`config.mk`:
```
export PLATFORM = sky130hd
export DESIGN_NAME = moving_average_running_sum_top_flat
export DESIGN_NICKNAME = d
export VERILOG_FILES = /design/src/hdl/mavg_pkg.sv /design/src/hdl/mavg_in_if.sv /design/src/hdl/mavg_out_if.sv /design/src/hdl/moving_average_running_sum_top.sv /design/src/hdl/mavg_div.sv /design/src/hdl/mavg_dp.sv /design/src/hdl/mavg_ctrl.sv /design/src/flat_wrapper.sv
export SDC_FILE = /design/constraint.sdc
export NUM_CORES = 1
export LEC_CHECK = 0
export BUFFER_PORTS_ARGS = -buffer_cell sky130_fd_sc_hd__buf_2
export CORE_ASPECT_RATIO = 1.25
export CORE_MARGIN = 4
export CORE_UTILIZATION = 55
export CTS_BUF_LIST = sky130_fd_sc_hd__clkbuf_8
export DETAILED_ROUTE_END_ITERATION = 10
export GPL_ROUTABILITY_DRIVEN = 0
export HOLD_SLACK_MARGIN = 0.05
export PLACE_DENSITY_LB_ADDON = 0.2
export SLEW_MARGIN = 20
export SYNTH_ARGS = -nofsm -noshare
export SYNTH_HDL_FRONTEND = slang
export SYNTH_SLANG_ARGS = --single-unit
```
`constraint.sdc`:
```
create_clock -name i_clk -period 4.1 [get_ports i_clk]
set_input_delay 0.615 -clock i_clk [delete_from_list [all_inputs] [get_ports i_clk]]
set_output_delay 0.615 -clock i_clk [all_outputs]
set_load 0.1 [all_outputs]
```
`src/hdl/mavg_pkg.sv`:
```
// ----------------------------------------------------------------------------
// mavg_pkg
// shared constants, controller states and control structs for the moving
// average block
// ----------------------------------------------------------------------------
package mavg_pkg;

    localparam int WINDOW_MAX_DEF  = 64;
    localparam int SAMPLE_BITS_DEF = 16;
    localparam int FRAC_BITS_DEF   = 8;

    // window size register and sample count field are fixed width
    localparam int WSIZE_BITS = 7;
    localparam int HELD_BITS  = 7;

    localparam logic [WSIZE_BITS-1:0] WSIZE_RESET = WSIZE_BITS'(4);

    typedef enum logic [1:0] {
        S_IDLE,
        S_UPDATE,
        S_START,
        S_DIV
    } t_state;

    typedef struct packed {
        logic capture;    // latch sample, read oldest ring entry
        logic update;     // ring write, running sum and count update
        logic div_start;  // load divider from running sum and count
        logic out_load;   // move quotient into output register
    } t_dp_cmd;

    typedef struct packed {
        logic div_idle;
        logic out_free;
    } t_dp_status;

endpackage

```
`src/hdl/mavg_in_if.sv`:
```
// ----------------------------------------------------------------------------
// mavg_in_if
// sample channel: valid/ready handshake with one signed sample
// ----------------------------------------------------------------------------
interface mavg_in_if #(
    parameter int SAMPLE_BITS = 16
);
    logic                          valid;
    logic                          ready;
    logic signed [SAMPLE_BITS-1:0] sample;

    modport source (output valid, output sample, input ready);
    modport sink   (input valid, input sample, output ready);
endinterface

```
`src/hdl/mavg_out_if.sv`:
```
// ----------------------------------------------------------------------------
// mavg_out_if
// result channel: valid/ready handshake with mean and sample count
// ----------------------------------------------------------------------------
interface mavg_out_if #(
    parameter int MEAN_BITS = 24,
    parameter int HELD_BITS = 7
);
    logic                        valid;
    logic                        ready;
    logic signed [MEAN_BITS-1:0] mean;
    logic [HELD_BITS-1:0]        samples_held;

    modport source (output valid, output mean, output samples_held, input ready);
    modport sink   (input valid, input mean, input samples_held, output ready);
endinterface

```
`src/hdl/moving_average_running_sum_top.sv`:
```
// ----------------------------------------------------------------------------
// moving_average_running_sum_top
// sliding window moving average over a sample ring with a running sum
//
//   channel       dir   handshake      payload
//   i_sample_ch   in    valid/ready    sample
//   o_result_ch   out   valid/ready    mean, samples_held
//   i_cfg_wr_*    in    write enable   window size
//
// each item steps through capture with ring read, sum update, divider load,
// then the restoring divider, which yields one quotient bit per cycle.
// a new sample is taken while the previous result waits in the output
// register; a stalled result holds the last cycle of the division.
// reset is synchronous; window size goes to min(4, WINDOW_MAX), window empties.
// ----------------------------------------------------------------------------
module moving_average_running_sum_top #(
    parameter int WINDOW_MAX  = mavg_pkg::WINDOW_MAX_DEF,
    parameter int SAMPLE_BITS = mavg_pkg::SAMPLE_BITS_DEF,
    parameter int FRAC_BITS   = mavg_pkg::FRAC_BITS_DEF
) (
    input  logic                            i_clk,
    input  logic                            i_rst_n,
    input  logic                            i_cfg_wr_en,
    input  logic [mavg_pkg::WSIZE_BITS-1:0] i_cfg_wr_data,
    mavg_in_if.sink                         i_sample_ch,
    mavg_out_if.source                      o_result_ch
);
    import mavg_pkg::*;

    t_dp_cmd    cmd;
    t_dp_status status;

    mavg_ctrl u_ctrl (
        .i_clk      (i_clk),
        .i_rst_n    (i_rst_n),
        .i_in_valid (i_sample_ch.valid),
        .o_in_ready (i_sample_ch.ready),
        .i_status   (status),
        .o_cmd      (cmd)
    );

    mavg_dp #(
        .WINDOW_MAX  (WINDOW_MAX),
        .SAMPLE_BITS (SAMPLE_BITS),
        .FRAC_BITS   (FRAC_BITS)
    ) u_dp (
        .i_clk          (i_clk),
        .i_rst_n        (i_rst_n),
        .i_cfg_wr_en    (i_cfg_wr_en),
        .i_cfg_wr_data  (i_cfg_wr_data),
        .i_sample       (i_sample_ch.sample),
        .i_cmd          (cmd),
        .o_status       (status),
        .i_out_ready    (o_result_ch.ready),
        .o_out_valid    (o_result_ch.valid),
        .o_mean         (o_result_ch.mean),
        .o_samples_held (o_result_ch.samples_held)
    );

endmodule

```
`src/hdl/mavg_div.sv`:
```
// ----------------------------------------------------------------------------
// mavg_div
// restoring unsigned divider, one quotient bit per cycle
// ----------------------------------------------------------------------------
module mavg_div #(
    parameter int DVD_W = 31,
    parameter int DVS_W = 7
) (
    input  logic             i_clk,
    input  logic             i_rst_n,
    input  logic             i_start,
    input  logic [DVD_W-1:0] i_dividend,
    input  logic [DVS_W-1:0] i_divisor,
    output logic             o_idle,
    output logic [DVD_W-1:0] o_quotient
);

    localparam int CNT_W = (DVD_W > 1) ? $clog2(DVD_W) : 1;

    logic             r_busy;
    logic [CNT_W-1:0] r_cnt;
    logic [DVD_W-1:0] r_quo;
    logic [DVS_W-1:0] r_rem;
    logic [DVS_W-1:0] r_dvs;

    logic [DVS_W:0] rem_sh;
    logic [DVS_W:0] rem_sub;
    logic           ge;

    // dividend bits shift out of the top while quotient bits shift in below
    assign rem_sh  = {r_rem, r_quo[DVD_W-1]};
    assign rem_sub = rem_sh - {1'b0, r_dvs};
    assign ge      = (rem_sh >= {1'b0, r_dvs});

    always_ff @(posedge i_clk) begin
        if (!i_rst_n) begin
            r_busy <= 1'b0;
            r_cnt  <= '0;
        end else if (i_start) begin
            r_busy <= 1'b1;
            r_cnt  <= '0;
        end else if (r_busy) begin
            r_cnt <= r_cnt + 1'b1;
            if (r_cnt == CNT_W'(DVD_W - 1)) begin
                r_busy <= 1'b0;
            end
        end
    end

    always_ff @(posedge i_clk) begin
        if (i_start) begin
            r_quo <= i_dividend;
            r_rem <= '0;
            r_dvs <= i_divisor;
        end else if (r_busy) begin
            r_quo <= {r_quo[DVD_W-2:0], ge};
            r_rem <= ge ? rem_sub[DVS_W-1:0] : rem_sh[DVS_W-1:0];
        end
    end

    assign o_idle     = !r_busy;
    assign o_quotient = r_quo;

endmodule

```
`src/hdl/mavg_dp.sv`:
```
// ----------------------------------------------------------------------------
// mavg_dp
// datapath: sample ring, running sum, fill count, divider and result register
// ----------------------------------------------------------------------------
module mavg_dp #(
    parameter int WINDOW_MAX  = 64,
    parameter int SAMPLE_BITS = 16,
    parameter int FRAC_BITS   = 8
) (
    input  logic                                    i_clk,
    input  logic                                    i_rst_n,
    input  logic                                    i_cfg_wr_en,
    input  logic [mavg_pkg::WSIZE_BITS-1:0]         i_cfg_wr_data,
    input  logic signed [SAMPLE_BITS-1:0]           i_sample,
    input  mavg_pkg::t_dp_cmd                       i_cmd,
    output mavg_pkg::t_dp_status                    o_status,
    input  logic                                    i_out_ready,
    output logic                                    o_out_valid,
    output logic signed [SAMPLE_BITS+FRAC_BITS-1:0] o_mean,
    output logic [mavg_pkg::HELD_BITS-1:0]          o_samples_held
);
    import mavg_pkg::*;

    localparam int MEAN_BITS = SAMPLE_BITS + FRAC_BITS;
    localparam int SUM_W     = SAMPLE_BITS + WSIZE_BITS;
    localparam int DVD_W     = SUM_W + FRAC_BITS;
    localparam int SLOT_W    = (WINDOW_MAX > 1) ? $clog2(WINDOW_MAX) : 1;
    localparam int CMP_W     = (SLOT_W + 1 > WSIZE_BITS) ? SLOT_W + 1 : WSIZE_BITS;

    // reset window size, held within the ring depth
    localparam logic [WSIZE_BITS-1:0] WIN_RESET =
        (WINDOW_MAX < int'(WSIZE_RESET)) ? WSIZE_BITS'(WINDOW_MAX) : WSIZE_RESET;

    logic signed [SAMPLE_BITS-1:0] mem [WINDOW_MAX];

    logic [WSIZE_BITS-1:0]         r_win;
    logic [HELD_BITS-1:0]          r_fill;
    logic [SLOT_W-1:0]             r_slot;
    logic signed [SUM_W-1:0]       r_total;
    logic signed [SAMPLE_BITS-1:0] r_sample;
    logic signed [SAMPLE_BITS-1:0] r_old;
    logic                          r_neg;
    logic                          r_out_valid;
    logic signed [MEAN_BITS-1:0]   r_mean;
    logic [HELD_BITS-1:0]          r_held;

    logic                          full;
    logic [SLOT_W:0]               slot_inc;
    logic                          slot_wrap;
    logic signed [SUM_W-1:0]       n_total;
    logic signed [DVD_W-1:0]       scaled;
    logic [DVD_W-1:0]              mag;
    logic                          div_idle;
    logic [DVD_W-1:0]              quo;
    logic [DVD_W-1:0]              quo_signed;
    logic                          out_free;

    assign full      = (HELD_BITS'(r_win) == r_fill);
    assign slot_inc  = {1'b0, r_slot} + 1'b1;
    assign slot_wrap = (CMP_W'(slot_inc) >= CMP_W'(r_win));
    assign n_total   = r_total + SUM_W'(r_sample) - (full ? SUM_W'(r_old) : '0);

    // divide the magnitude, restore the sign after: truncation toward zero
    assign scaled = DVD_W'(r_total) <<< FRAC_BITS;
    assign mag    = scaled[DVD_W-1] ? DVD_W'(-scaled) : DVD_W'(scaled);

    // ring memory
    always_ff @(posedge i_clk) begin
        if (i_cmd.capture) begin
            r_old    <= mem[r_slot];
            r_sample <= i_sample;
        end
        if (i_cmd.update) begin
            mem[r_slot] <= r_sample;
        end
    end

    always_ff @(posedge i_clk) begin
        if (!i_rst_n) begin
            r_win   <= WIN_RESET;
            r_fill  <= '0;
            r_slot  <= '0;
            r_total <= '0;
        end else if (i_cfg_wr_en) begin
            // zero means a window of one, oversize saturates
            if (i_cfg_wr_data == '0) begin
                r_win <= WSIZE_BITS'(1);
            end else if (32'(i_cfg_wr_data) > WINDOW_MAX) begin
                r_win <= WSIZE_BITS'(WINDOW_MAX);
            end else begin
                r_win <= i_cfg_wr_data;
            end
            r_fill  <= '0;
            r_slot  <= '0;
            r_total <= '0;
        end else if (i_cmd.update) begin
            r_total <= n_total;
            if (!full) begin
                r_fill <= r_fill + 1'b1;
            end
            r_slot <= slot_wrap ? '0 : slot_inc[SLOT_W-1:0];
        end
    end

    always_ff @(posedge i_clk) begin
        if (i_cmd.div_start) begin
            r_neg <= r_total[SUM_W-1];
        end
    end

    mavg_div #(
        .DVD_W (DVD_W),
        .DVS_W (HELD_BITS)
    ) u_div (
        .i_clk      (i_clk),
        .i_rst_n    (i_rst_n),
        .i_start    (i_cmd.div_start),
        .i_dividend (mag),
        .i_divisor  (r_fill),
        .o_idle     (div_idle),
        .o_quotient (quo)
    );

    assign quo_signed = r_neg ? (~quo + 1'b1) : quo;

    // result register
    assign out_free = !r_out_valid || i_out_ready;

    always_ff @(posedge i_clk) begin
        if (!i_rst_n) begin
            r_out_valid <= 1'b0;
        end else if (i_cmd.out_load) begin
            r_out_valid <= 1'b1;
        end else if (i_out_ready) begin
            r_out_valid <= 1'b0;
        end
    end

    always_ff @(posedge i_clk) begin
        if (i_cmd.out_load) begin
            r_mean <= quo_signed[MEAN_BITS-1:0];
            r_held <= r_fill;
        end
    end

    assign o_status.div_idle = div_idle;
    assign o_status.out_free = out_free;
    assign o_out_valid       = r_out_valid;
    assign o_mean            = r_mean;
    assign o_samples_held    = r_held;

endmodule

```
`src/hdl/mavg_ctrl.sv`:
```
// ----------------------------------------------------------------------------
// mavg_ctrl
// controller: sequences capture, update, division and result hand-off
// ----------------------------------------------------------------------------
module mavg_ctrl (
    input  logic                 i_clk,
    input  logic                 i_rst_n,
    input  logic                 i_in_valid,
    output logic                 o_in_ready,
    input  mavg_pkg::t_dp_status i_status,
    output mavg_pkg::t_dp_cmd    o_cmd
);
    import mavg_pkg::*;

    t_state r_state;
    t_state n_state;

    always_ff @(posedge i_clk) begin
        if (!i_rst_n) begin
            r_state <= S_IDLE;
        end else begin
            r_state <= n_state;
        end
    end

    always_comb begin
        n_state = r_state;
        unique case (r_state)
            S_IDLE: begin
                if (i_in_valid) begin
                    n_state = S_UPDATE;
                end
            end
            S_UPDATE: begin
                n_state = S_START;
            end
            S_START: begin
                n_state = S_DIV;
            end
            S_DIV: begin
                // wait for the quotient and for room in the result register
                if (i_status.div_idle && i_status.out_free) begin
                    n_state = S_IDLE;
                end
            end
            default: begin
                n_state = S_IDLE;
            end
        endcase
    end

    always_comb begin
        o_cmd      = '0;
        o_in_ready = 1'b0;
        unique case (r_state)
            S_IDLE: begin
                o_in_ready    = 1'b1;
                o_cmd.capture = i_in_valid;
            end
            S_UPDATE: begin
                o_cmd.update = 1'b1;
            end
            S_START: begin
                o_cmd.div_start = 1'b1;
            end
            S_DIV: begin
                o_cmd.out_load = i_status.div_idle && i_status.out_free;
            end
            default: begin
                o_cmd = '0;
            end
        endcase
    end

endmodule
```
`src/flat_wrapper.sv`:
```
// flat-port wrapper written by rule: the top's interface ports become plain ports
module moving_average_running_sum_top_flat import mavg_pkg::*;
#(
    parameter int WINDOW_MAX  = mavg_pkg::WINDOW_MAX_DEF,
    parameter int SAMPLE_BITS = mavg_pkg::SAMPLE_BITS_DEF,
    parameter int FRAC_BITS   = mavg_pkg::FRAC_BITS_DEF
)
  (i_clk, i_rst_n, i_cfg_wr_en, i_cfg_wr_data, i_sample_ch_valid, i_sample_ch_sample, i_sample_ch_ready, o_result_ch_valid, o_result_ch_mean, o_result_ch_samples_held, o_result_ch_ready);
  mavg_in_if #(.SAMPLE_BITS(SAMPLE_BITS)) i_sample_ch_i ();
  mavg_out_if o_result_ch_i ();
  input  logic i_clk;
  input  logic i_rst_n;
  input  logic i_cfg_wr_en;
  input  logic [mavg_pkg::WSIZE_BITS-1:0] i_cfg_wr_data;
  input wire logic [$bits(i_sample_ch_i.valid)-1:0] i_sample_ch_valid;
  input wire logic [$bits(i_sample_ch_i.sample)-1:0] i_sample_ch_sample;
  output wire logic [$bits(i_sample_ch_i.ready)-1:0] i_sample_ch_ready;
  output wire logic [$bits(o_result_ch_i.valid)-1:0] o_result_ch_valid;
  output wire logic [$bits(o_result_ch_i.mean)-1:0] o_result_ch_mean;
  output wire logic [$bits(o_result_ch_i.samples_held)-1:0] o_result_ch_samples_held;
  input wire logic [$bits(o_result_ch_i.ready)-1:0] o_result_ch_ready;
  assign i_sample_ch_i.valid = i_sample_ch_valid;
  assign i_sample_ch_i.sample = i_sample_ch_sample;
  assign i_sample_ch_ready = i_sample_ch_i.ready;
  assign o_result_ch_valid = o_result_ch_i.valid;
  assign o_result_ch_mean = o_result_ch_i.mean;
  assign o_result_ch_samples_held = o_result_ch_i.samples_held;
  assign o_result_ch_i.ready = o_result_ch_ready;
  moving_average_running_sum_top #(.WINDOW_MAX(WINDOW_MAX), .SAMPLE_BITS(SAMPLE_BITS), .FRAC_BITS(FRAC_BITS)) u_core (.i_clk(i_clk), .i_rst_n(i_rst_n), .i_cfg_wr_en(i_cfg_wr_en), .i_cfg_wr_data(i_cfg_wr_data), .i_sample_ch(i_sample_ch_i), .o_result_ch(o_result_ch_i));
endmodule
```
# Word level (Yosys, flattened, before mapping)
# Memory sizes are Yosys's and may differ from the RTL's. A register that Yosys moved wholly into a read port is not among the register bits.
# Index checks and enable logic that the tools add are counted.
# classes
mux,24
bitwise_logic,3
n_eq_ne,7
magnitude_cmp,3
addsub,8
n_reduce_logical,12
# ops
operator,n
$mux 31,3
$neg 31->31,1
$add 24x1->24 const B,1
$mux 24,1
$not 24->24,1
$add 23x23->23,1
$mux 23,1
$sub 23x23->23,1
$mux 7,3
$mux 1,12
$ge 8x7->1,1
$pmux 2 s4,1
$add 6x1->7 const B,1
$add 7x1->7 const B,1
$eq 7x7->1,1
$ge 7x7->1,1
$gt 7x7->1 const B,1
$logic_not 7->1,1
$sub 7x7->7,1
$mux 6,1
$add 5x1->5 const B,1
$eq 5x5->1 const B,1
$eq 2x2->1 const B,2
$mux 2,2
other kinds (10),16
# totals
ramBits,1024
out_inout_bits,33
wordCells,73
memories,1
reg_bits,145
# mem_list
memory,depth,word_bits,read_ports,rd_clocked_by_memory_dff,wr,line_no,rtl
u_core.u_dp.mem,64,16,1,1,1,mavg_dp.sv:34,logic signed [SAMPLE_BITS-1:0] mem [WINDOW_MAX];

# Logic depth before layout (Yosys ltp)
# Gate-level depths: netlist of the first run.
# logic_depth
depth_word,5
ltp_mapped,15
mapped_depth_nobuf,15

# Modules after synthesis
# From an unflattened synthesis of the first run, not the netlist that was laid out.
# hier_totals
hier_cells,3046
hier_area_um2,49302.3
# by_module_without_submodules
module,instances,cells_per_inst,area_each_um2
mavg_dp,1,2825,46540.9
mavg_div,1,203,2592.5
mavg_ctrl,1,18,168.9

# Worst setup path before layout of the first run
# No wires, ideal clock.
# synth_path
path_type,register -> register
start,register u_core.u_dp.r_out_valid (netlist: u_core.u_dp.o_out_valid)
end,"register u_core.u_dp.r_mean[0] (netlist: u_core.u_dp.o_mean[0]), enable pin"
setup_time_ns,0.467
setup_slack_ns,0.331
path_stages_with_launch,3
arrival_ns,3.303
required_ns,3.633
synth_period_minus_slack_ns,3.769
cell_sequence,dfxtp_1 nor2b_1 nor3b_1
# synth_rtl
item,line_no,rtl
from (decl),mavg_dp.sv:43,logic r_out_valid;
from (signal assigned),mavg_dp.sv:131,r_out_valid <= 1'b0;
from (signal assigned),mavg_dp.sv:133,r_out_valid <= 1'b1;
from (signal assigned),mavg_dp.sv:135,r_out_valid <= 1'b0;
to (signal assigned),mavg_dp.sv:141,r_mean <= quo_signed[MEAN_BITS-1:0];
to (decl),mavg_dp.sv:44,logic signed [MEAN_BITS-1:0] r_mean;

# Final worst setup path of the first run
# layout_path
start,register u_core.u_dp.r_fill[0]
end,register u_core.u_dp.r_total[22]
# layout_between
elab_chain_cells,3
# layout_lines
item,line_no,rtl
from (decl),mavg_dp.sv:37,logic [HELD_BITS-1:0] r_fill;
from (signal assigned),mavg_dp.sv:99,r_fill <= r_fill + 1'b1;
$eq 7x7->1,mavg_dp.sv:58,assign full = (HELD_BITS'(r_win) == r_fill);
$mux 23,mavg_dp.sv:61,assign n_total = r_total + SUM_W'(r_sample) - (full ? SUM_W'(r_old) : '0);
$sub 23x23->23,mavg_dp.sv:61,
to (signal assigned),mavg_dp.sv:97,r_total <= n_total;
to (decl),mavg_dp.sv:39,logic signed [SUM_W-1:0] r_total;
# Every way passes these cells.
# A chain may end at the register's enable or synchronous reset.

==> results by stage, run 1 <==
Routing:
- The detail route stage leaves a number of antenna-violating nets equal to 0.
- The average via count per standard cell is ~6.3.
- The routed design has approximately 130000 um of wire.
- The routed layout has between 20000 and 30000 vias.
- The number of design rule violations left after detail routing is 0.
- The number of search-and-repair iterations in the first detailed-routing pass is 6.
- The first routing iteration left 3598 violations.
- The mean routed wirelength per cell is 28.98 um.

Finish:
- The top cell types in the final layout, fill and taps aside, are sky130_fd_sc_hd__edfxtp_1 (1126), sky130_fd_sc_hd__nor2_1 (260), sky130_fd_sc_hd__clkbuf_8 (187), sky130_fd_sc_hd__inv_1 (162), sky130_fd_sc_hd__a21oi_1 (160).
- The area growth from synthesis to final layout is 12.20%.
- The combined area of the multi-input logic cells is roughly 13000 um2.
- The final design utilization is 0.6217.
- The sequential cells in the finished layout cover a total of between 30000 and 40000 um2.
- The final instance count without filler cells is 4649.
- Summing all non-filler instances in the final layout gives an area of between 50000 and 60000 um2.
- At the end of the flow, the number of nets in the layout was between 3000 and 4000.
- The library cell used most frequently in the layout, excluding fill and tap cells, is sky130_fd_sc_hd__edfxtp_1.
- The final-layout fill cell count is 6404.
- The fraction of layout instances using a drive strength above 1 is 0.1911.

Place:
- After detailed placement, the total cell area comes to around 51000 um2.
- The HPWL after detailed placement is around 82000 um.
- Including well taps, the total number of placed cells is about 4300.
- The pre-CTS setup slack is roughly 0.38 ns.
- The number of buffer cells added on primary ports is 60.

Power:
- The switching power is roughly 9.1 mW.
- The share of total power dissipated in sequential elements is 0.496.
- Total power for the finished layout comes to 30.13 mW.
- The worst ir drop on vdd is between 0.0003 and 0.0004 V.
- The share of power burned in combinational logic is 0.199.
- The power density of the placed cells is between 500 and 600 nW/um2.
- In this run the static leakage power is between 15 and 20 nW.
- The switching fraction of total power is 0.3006.
- The internal portion of the total power is around 21 mW.
- The fraction of power consumed by the clock network is 0.305.

Setup path:
- The beginning of the critical path is u_core.u_dp.r_fill[0]$_SDFFE_PP0P_.
- The longest individual stage delay on the worst path is roughly 0.46 ns.
- The endpoint of the most critical register-to-register path is u_core.u_dp.r_total[22]$_SDFFE_PP0P_.
- The kind of launch point of the worst setup path is a flip-flop.
- For the worst flop-to-flop path, the logic depth is 16.
- The largest fanout on the critical path is 17.
- The arrival time at the worst endpoint is 4.40 ns.
- The source of the worst register-to-register timing path is u_core.u_dp.r_fill[0]$_SDFFE_PP0P_.
- The kind of capture point of the worst setup path is a flip-flop.
- The worst reg-to-reg setup slack is a little over 0.4 ns.
- The critical path ends at u_core.u_dp.r_total[22]$_SDFFE_PP0P_.
- The critical path goes through xnor2_1 -> nand4_1 -> nor4_2 -> buf_4 -> and2_1 -> ha_1 -> inv_1 -> ha_1 -> fa_1 -> a21oi_1 -> o211a_1 -> o21bai_1 -> a41oi_2 -> a31oi_1 -> xnor2_1 -> o21ai_0.
- The data required time at the worst endpoint is slightly below 5 ns.
- The worst path buffer plus inverter count is 2.
- On the critical path, the stage with the largest delay is an instance of sky130_fd_sc_hd__fa_1.
- The family of cells with the greatest summed delay on the critical path is compound AO/OA/AOI/OAI gates.
- The total number of cells along the worst setup path is 16.
- The worst setup path is of the flip-flop to flip-flop kind.

Die:
- In this run the count of I/O pins placed on the die edge is 61.
- The core box area is slightly below 90000 um2.
- The starting utilization of the core area is 0.5541.
- The number of rows in the core area is ~120.
- The height of the die is ~340 um.
- The die covers 93900 um2.
- The floorplan die width is about 270 um.

Yosys:
- The mean area per synthesized cell is 15.98 um2.
- The share of flip-flops with an asynchronous set or reset after synthesis is 0.
- The number of synthesized flops with an enable pin is between 1000 and 1500.
- In the synthesized netlist the dominant register cell turns out to be sky130_fd_sc_hd__edfxtp_1.
- The distinct cell type count after synthesis is between 70 and 80.
- Synthesis produced a netlist whose cell count is a little over 3000.
- The cell area after technology mapping is 48970 um2.
- Of the synthesized area, sequential elements account for 0.7146.
- The count of yosys warnings during synthesis is 0.
- The net count after synthesis is 3162.
- In this run, synthesis produced a sequential element count of approximately 1200.

Clocking:
- The clock slew seen by the registers of the worst setup and hold paths is about 0.06 ns.
- The clock passes through at most 3 buffers.
- In this run the post-CTS setup repair buffer count came out at 0.
- At the later pin of the worst-skew pair, clock insertion delay measures 0.86 ns.
- The sink count of the clock tree is ~1200.
- The depth of the CTS H-tree is 4.
- The clock tree root driver cell is sky130_fd_sc_hd__clkbuf_8.
- The TritonCTS clock tree is yes.
- In this run, CTS created clock tree buffers numbering between 150 and 200.

Timing:
- Of the available clock period, the critical path in the final layout requires 0.8986.
- The number of endpoints failing setup at the final stage is 0.
- The maximum clock frequency is 271.4 MHz.
- In this run the tightest slew margin relative to its limit is 0.2790.
- The worst setup skew after layout is 0.05217 ns.
- The final number of max-transition violations was 0.
- At the pin with the least slew margin, the transition time is 1.079 ns.
- Setup repair after global routing left no endpoint under its margin.
- The setup slack of the critical path after layout is between 0.4 and 0.5 ns.
- The final critical-path required period is 3.684 ns.
- The worst hold slack after final layout is between 0.1 and 0.15 ns.
- The final number of hold-violating endpoints is 0.
- The setup TNS after final layout is 0 ns.

Worst hold path:
- The class of the worst hold path is input pin to flip-flop.
- The beginning of the worst hold path is i_cfg_wr_data[6].

GRT:
- The overall global routing resource usage is 0.2868.
- The via count of the first global-routing pass was 29930.
- For this run the aggregate overflow at the end of global routing stands at 0.
- The initial antenna violation count is 3.
- The global-route wire length before repair is a little under 200000 um.
- Entering global routing, the biggest net connects 66 pins.

Flow run:
- Across the run, the number of max-cap violations was 0.

Status:
- The run finished with clean final reports.
worst min path at each step:
| stage | endpoint | slack (ns) | depth (start not counted) |
|---|---|---|---|
| 4_1_cts | u_core.u_dp.r_win[6]$_SDFFE_PN0P_ | 0.07 | 3 |
| 6_report | u_core.u_dp.r_win[6]$_SDFFE_PN0P_ | 0.15 | 3 |
| 3_5_place_dp | u_core.u_dp.r_total[15]$_SDFFE_PP0P_ | 0.44 | 2 |
| 2_1_floorplan | u_core.u_dp.r_total[15]$_SDFFE_PP0P_ | 0.43 | 2 |
| 3_3_place_gp | u_core.u_dp.r_total[15]$_SDFFE_PP0P_ | 0.44 | 2 |
| 5_1_grt | u_core.u_dp.r_win[6]$_SDFFE_PN0P_ | 0.11 | 3 |
cell type report:
type,instances,share of cell area
diodes,2,0.00009109
clock buffers,187,0.04684
inverters,108,0.007378
flip-flops and latches,1185,0.6371
multi-input cells,1595,0.2302
clock inverters,143,0.01485
repair buffers,251,0.03675
well taps,1178,0.02683
cell usage after synthesis (11+ instances only):
cell type / number / area (um2)
sky130_fd_sc_hd__a211oi_1: 30 / 225.2
sky130_fd_sc_hd__a21oi_1: 160 / 800.8
sky130_fd_sc_hd__a221oi_1: 98 / 858.3
sky130_fd_sc_hd__a221oi_2: 12 / 180.2
sky130_fd_sc_hd__a22o_1: 19 / 166.4
sky130_fd_sc_hd__a22oi_1: 64 / 480.5
sky130_fd_sc_hd__and2_1: 32 / 200.2
sky130_fd_sc_hd__buf_1: 13 / 48.80
sky130_fd_sc_hd__buf_2: 60 / 300.3
sky130_fd_sc_hd__buf_4: 28 / 210.2
sky130_fd_sc_hd__buf_6: 17 / 191.4
sky130_fd_sc_hd__clkbuf_1: 56 / 210.2
sky130_fd_sc_hd__dfxtp_1: 59 / 1181
sky130_fd_sc_hd__edfxtp_1: 1126 / 33810
sky130_fd_sc_hd__fa_1: 23 / 460.4
sky130_fd_sc_hd__ha_1: 47 / 588.1
sky130_fd_sc_hd__inv_1: 106 / 397.9
sky130_fd_sc_hd__mux2_2: 70 / 788.3
sky130_fd_sc_hd__mux2i_1: 123 / 1231
sky130_fd_sc_hd__mux4_2: 81 / 1824
sky130_fd_sc_hd__nand2_1: 89 / 334.1
sky130_fd_sc_hd__nand2b_1: 16 / 100.1
sky130_fd_sc_hd__nand3_1: 26 / 130.1
sky130_fd_sc_hd__nand4_1: 13 / 81.33
sky130_fd_sc_hd__nor2_1: 261 / 979.7
sky130_fd_sc_hd__nor2b_1: 28 / 175.2
sky130_fd_sc_hd__o211ai_1: 13 / 97.59
sky130_fd_sc_hd__o21ai_0: 84 / 420.4
sky130_fd_sc_hd__o221ai_1: 12 / 105.1
sky130_fd_sc_hd__o22ai_1: 39 / 244.0
sky130_fd_sc_hd__o31ai_1: 12 / 90.09
sky130_fd_sc_hd__or3_1: 12 / 75.07
sky130_fd_sc_hd__or4_1: 11 / 82.58
sky130_fd_sc_hd__xnor2_1: 60 / 525.5
sky130_fd_sc_hd__xor2_1: 25 / 219.0
worst reg2reg max path: stages (launching register included):
cell                       delay [ns]
sky130_fd_sc_hd__dfxtp_1         0.45
sky130_fd_sc_hd__xnor2_1         0.15
sky130_fd_sc_hd__nand4_1         0.13
sky130_fd_sc_hd__nor4_2          0.20
sky130_fd_sc_hd__buf_4           0.25
sky130_fd_sc_hd__and2_1          0.16
sky130_fd_sc_hd__ha_1            0.11
sky130_fd_sc_hd__inv_1           0.04
sky130_fd_sc_hd__ha_1            0.21
sky130_fd_sc_hd__fa_1            0.46
sky130_fd_sc_hd__a21oi_1         0.25
sky130_fd_sc_hd__o211a_1         0.23
sky130_fd_sc_hd__o21bai_1        0.13
sky130_fd_sc_hd__a41oi_2         0.34
sky130_fd_sc_hd__a31oi_1         0.15
sky130_fd_sc_hd__xnor2_1         0.18
sky130_fd_sc_hd__o21ai_0         0.09
state kept, by name (all words and copies together) (netlist names), 6 cells and up:
register,flops
u_core.u_dp.r_slot,6
u_core.u_dp.o_mean,24
u_core.u_dp.o_samples_held,7
u_core.u_dp.u_div.o_quotient,31
u_core.u_dp.r_win,7
u_core.u_dp.u_div.r_dvs,7
u_core.u_dp.u_div.r_rem,7
u_core.u_dp.r_fill,7
u_core.u_dp.r_total,23
u_core.u_dp.r_old,16
u_core.u_dp.r_sample,16
u_core.u_dp.mem,1024
power groups by stage:
stage	registers, mW	clock network [mW]	logic [mW]
2_1_floorplan	15.5	0	3.52
3_3_place_gp	15.2	0	5.66
3_5_place_dp	15.2	0	5.86
4_1_cts	14.9	9.33	5.90
5_1_grt	15.0	9.89	6.45
6_report	14.9	9.18	6.01
per-layer routing:
layer	part of all wire	GRT usage
met5	0.00012	0
met4	0.063	0.1590
met3	0.094	0.06200
met2	0.49	0.4696
met1	0.36	0.3574
repair_timing:
action	4_1_cts	5_1_grt
endpoints found under the hold margin	19	0
resized for setup	0	1
setup endpoints to repair	0	1
hold buffers	19	0
cells by family (layout without fill, tap and decap cells):
group,count (synthesis),after routing,share of synthesized area
adders and majority gates,70,70,0.02141
buffers and inverters,284,689,0.02862
DFF,1185,1185,0.7146
AOI/OAI and AO/OA,623,623,0.08889
xor gates and xnor gates,85,85,0.01520
muxes,282,282,0.08071
other,0,2,0
and+or+nand+nor,535,535,0.05056
(Power assumes the default switching activity.)
==> inputs of run 2 (changes only) <==
BUFFER_PORTS_ARGS = -buffer_cell sky130_fd_sc_hd__clkbuf_2   (was -buffer_cell sky130_fd_sc_hd__buf_2)
CORE_MARGIN = not set   (was 4)
==> run 2 against run 1 <==
Sequential cell count unchanged. Worst hold slack got worse by 0.037 ns. Sequential power about the same. Cell count increased by 0.15%. Power about the same. First-iteration DRC count decreased by 8.9%. Register-to-register slack got worse by 0.02 ns. Count of clock-buffer cells in the layout decreased by 8. Highest routed layer unchanged.
==> results by stage, run 2 (same netlist as run 1, synthesis figures left out) <==
Setup path:
- The worst setup path is of the flip-flop to flip-flop kind.
- The cell at the slowest stage of the critical path is sky130_fd_sc_hd__fa_1.
- STA classifies the critical path endpoint as a flip-flop.
- The critical path goes through xnor2_1 -> nand4_1 -> nor4_2 -> buf_4 -> and2_1 -> ha_1 -> inv_1 -> ha_1 -> fa_1 -> a21oi_1 -> o211a_1 -> o21bai_1 -> a41oi_1 -> a31oi_1 -> xnor2_1 -> o21ai_0.
- The worst path buffer plus inverter count is 2 (unchanged).
- The longest individual stage delay on the worst path was 0.48 ns (+0.02 ns).
- The worst register-to-register path begins at u_core.u_dp.r_fill[0]$_SDFFE_PP0P_.
- STA classifies the critical path startpoint as a flip-flop.
- The endpoint of the most critical register-to-register path is u_core.u_dp.r_total[22]$_SDFFE_PP0P_.
- The cell family contributing the most delay on the critical path is compound AO/OA/AOI/OAI gates.
- The data required time at the worst endpoint is 4.82 ns (about the same).
- The worst reg-to-reg setup slack was 0.40 ns (-0.02 ns).
- The largest fanout on the critical path is 17 (unchanged).
- The total number of cells along the worst setup path came to 16 (unchanged).
- The number of cells traversed by the worst register-to-register path is 16 (unchanged).
- The arrival time at the worst endpoint is 4.42 ns (+0.02 ns).

Finish:
- The number of flip-flops under the largest register name was 1024 (unchanged).
- The fraction of layout instances using a drive strength above 1 is 0.1939 (+0.002780).
- The most common cell after layout, fill and taps aside is sky130_fd_sc_hd__edfxtp_1.
- More flip-flops sit in one register than any other, and that register is u_core.u_dp.mem.
- The cell area after layout is 54940 um2 (about the same).
- The count of nets after finishing is 3434 (+0.47%).
- The area growth from synthesis to final layout came to 12.19% (about the same).
- The library cells used most frequently in the layout, excluding fill and tap cells, are sky130_fd_sc_hd__edfxtp_1 (1126), sky130_fd_sc_hd__nor2_1 (260), sky130_fd_sc_hd__buf_4 (181), sky130_fd_sc_hd__clkbuf_8 (179), sky130_fd_sc_hd__inv_1 (162).
- The final-layout fill cell count came to 6369 (-0.55%).

Timing:
- The final number of hold-violating endpoints is 0 (unchanged).
- The worst setup skew after layout is 0.04026 ns (-0.01192 ns).
- The worst-margin pin slew is 1.137 ns (+0.05763 ns).
- The number of endpoints failing setup at the final stage is 0 (unchanged).
- Setup repair after global routing left no endpoint under its margin.
- The final number of max-transition violations is 0 (unchanged).
- The worst relative slew slack came to 0.2423 (-0.03671).
- The setup TNS after final layout is 0 ns (unchanged).
- The final critical-path required period is 3.704 ns (+0.01987 ns).
- The maximum clock frequency is 270.0 MHz (-0.54%).
- The final clock period utilization by the worst path is 0.9034 (+0.004846).

Die:
- The floorplan die width is 268.9 um (-2.2%).
- The starting utilization of the core area is 0.5541 (unchanged).
- The full die area is 90240 um2 (-3.9%).
- The I/O pin count is 61 (unchanged).
- The number of rows in the core area came to 122 (unchanged).
- The height of the die was 335.6 um (-1.8%).
- The core box area was 88380 um2 (unchanged).

Routing:
- The mean routed wirelength per cell is 28.93 um (-0.17%).
- The via count was 29490 (-0.12%).
- The number of search-and-repair iterations in the first detailed-routing pass was 6 (unchanged).
- The average via count per standard cell is 6.333 (-0.27%).
- The antenna violation net count after detailed routing came to 0 (unchanged).
- The number of DRC markers in iteration 0 is 3279 (-8.9%).
- The detailed-route wire length is 134700 um (about the same).
- The number of design rule violations left after detail routing was 0 (unchanged).

Clocking:
- The clock slew seen by the registers of the worst setup and hold paths is 0.06 ns (about the same).
- The number of buffers between clock root and the deepest sink is 3 (unchanged).
- The sink count of the clock tree was 1185 (unchanged).
- The post-CTS setup-driven buffer insertion count came to 0 (unchanged).
- Clock tree synthesis selected as its root buffer the cell sky130_fd_sc_hd__clkbuf_8.
- The depth of the CTS H-tree is 4 (unchanged).
- The number of buffers created by CTS was 175 (-2.2%).
- TritonCTS built the clock tree.
- The clock insertion delay at the later pin of the skew report is 0.87 ns (about the same).

Worst hold path:
- The worst hold path belongs to the class input pin to flip-flop.
- The cell depth of the worst hold path is 3 (unchanged).
- The destination of the worst hold path is u_core.u_dp.o_out_valid$_SDFFE_PN0P_.
- The beginning of the worst hold path is o_result_ch_ready.

GRT:
- The final global-route overflow total is 0 (unchanged).
- The via count of the first global-routing pass is 29480 (-1.5%).
- The maximum number of pins on one net before global-route repair is 69 (+4.5%).
- The global-route wire length before repair is 194700 um (-1.0%).
- The overall global routing resource usage came to 0.3021 (+0.01534).
- The initial antenna violation count is 3 (unchanged).

Power:
- The total power after layout is 30.13 mW (about the same).
- The power density of the placed cells is 548.4 nW/um2 (about the same).
- The worst ir drop on vdd came to 0.0004237 V (+10%).
- The static leakage came to 18.42 nW (+0.31%).

Place:
- The HPWL after detailed placement is 82940 um (+0.55%).
- The post-detailed-placement cell area is 51430 um2 (+0.16%).
- The number of buffer cells added on primary ports is 60 (unchanged).

Flow run:
- The total of max-cap violations is 0 (unchanged).

Status:
- The run finished with clean final reports.
## run 2: changes by cell type in the layout (fill, tap and decap cells not counted), moves of 3 or more
cell	delta
sky130_fd_sc_hd__clkbuf_8	-8
sky130_fd_sc_hd__bufinv_16	+4
sky130_fd_sc_hd__buf_4	+28
sky130_fd_sc_hd__clkinv_1	-5
sky130_fd_sc_hd__clkbuf_2	+60
sky130_fd_sc_hd__buf_12	-6
sky130_fd_sc_hd__buf_2	-60
sky130_fd_sc_hd__inv_6	-3
sky130_fd_sc_hd__clkinv_8	-3
## run 2: metrics by stage
| stage | cells | utilization | worst slack (ns) | hold WS (ns) |
|---|---|---|---|---|
| final | 4656 | 0.6216 | 0.3960 | 0.1088 |
| after global routing | 4655 | 0.6216 | 0.07231 | 0.09225 |
| after CTS | 4654 | 0.6216 | 0.4031 | 0.05255 |
| after detailed placement | 4320 | 0.5819 | 0.4314 | 0.4477 |
| after global placement | 4320 | 0.5819 | 0.4887 | 0.4422 |
| after floorplan | 3064 | - | 0.3306 | 0.4250 |
## run 2: report_power, final
group          total [mW]  switching (mW)  internal (mW)  leakage (nW)
Combinational        5.95            4.05           1.90          5.87
Sequential           14.9           0.434           14.5          10.6
Clock                9.24            4.53           4.71          1.91
## run 2: worst register-to-register path: cells and delay by family, from the launching register on
family / cells / cell delay, ns
AOI/OAI and AO/OA: 6 / 1.21
adders and majority gates: 3 / 0.84
and+or+nand+nor: 3 / 0.47
DFF: 1 / 0.46
xor gates and xnor gates: 2 / 0.31
buffers and inverters: 2 / 0.29
## run 2: metal layers
metal,part of all wire,up-vias,routed length (um),GRT usage
li1,-,12550,-,-
met1,0.36,14970,48370,0.3635
met2,0.49,1569,66230,0.4979
met3,0.088,399,11870,0.07011
met4,0.061,2,8213,0.1746
met5,0.000097,-,13,0
## run 2: cell type report
type,count,area [um2],share of cell area
diodes,2,5.005,0.00009110
clock buffers,179,2464,0.04484
clock inverters,138,870.8,0.01585
inverters,108,405.4,0.007379
multi-input cells,1595,12630,0.2298
flip-flops and latches,1185,35000,0.6371
well taps,1178,1474,0.02683
repair buffers,271,2090,0.03803
## run 2: how the worst max path moves through the flow
stage | start | to
finish | u_core.u_dp.r_fill[0]$_SDFFE_PP0P_ | u_core.u_dp.r_total[22]$_SDFFE_PP0P_
global route | u_core.u_dp.r_fill[0]$_SDFFE_PP0P_ | u_core.u_dp.r_total[22]$_SDFFE_PP0P_
CTS | u_core.u_dp.r_fill[0]$_SDFFE_PP0P_ | u_core.u_dp.r_total[22]$_SDFFE_PP0P_
detailed placement | u_core.u_dp.r_fill[0]$_SDFFE_PP0P_ | u_core.u_dp.r_total[22]$_SDFFE_PP0P_
global placement | u_core.u_dp.r_fill[0]$_SDFFE_PP0P_ | u_core.u_dp.r_total[22]$_SDFFE_PP0P_
floorplan | u_core.u_dp.o_out_valid$_SDFFE_PN0P_ | u_core.u_dp.o_mean[0]$_DFFE_PP_
## run 2: timing repair
action / CTS / global route
hold buffers: 17 / 0
resized for setup: 0 / 0
hold endpoints to repair: 17 / 0
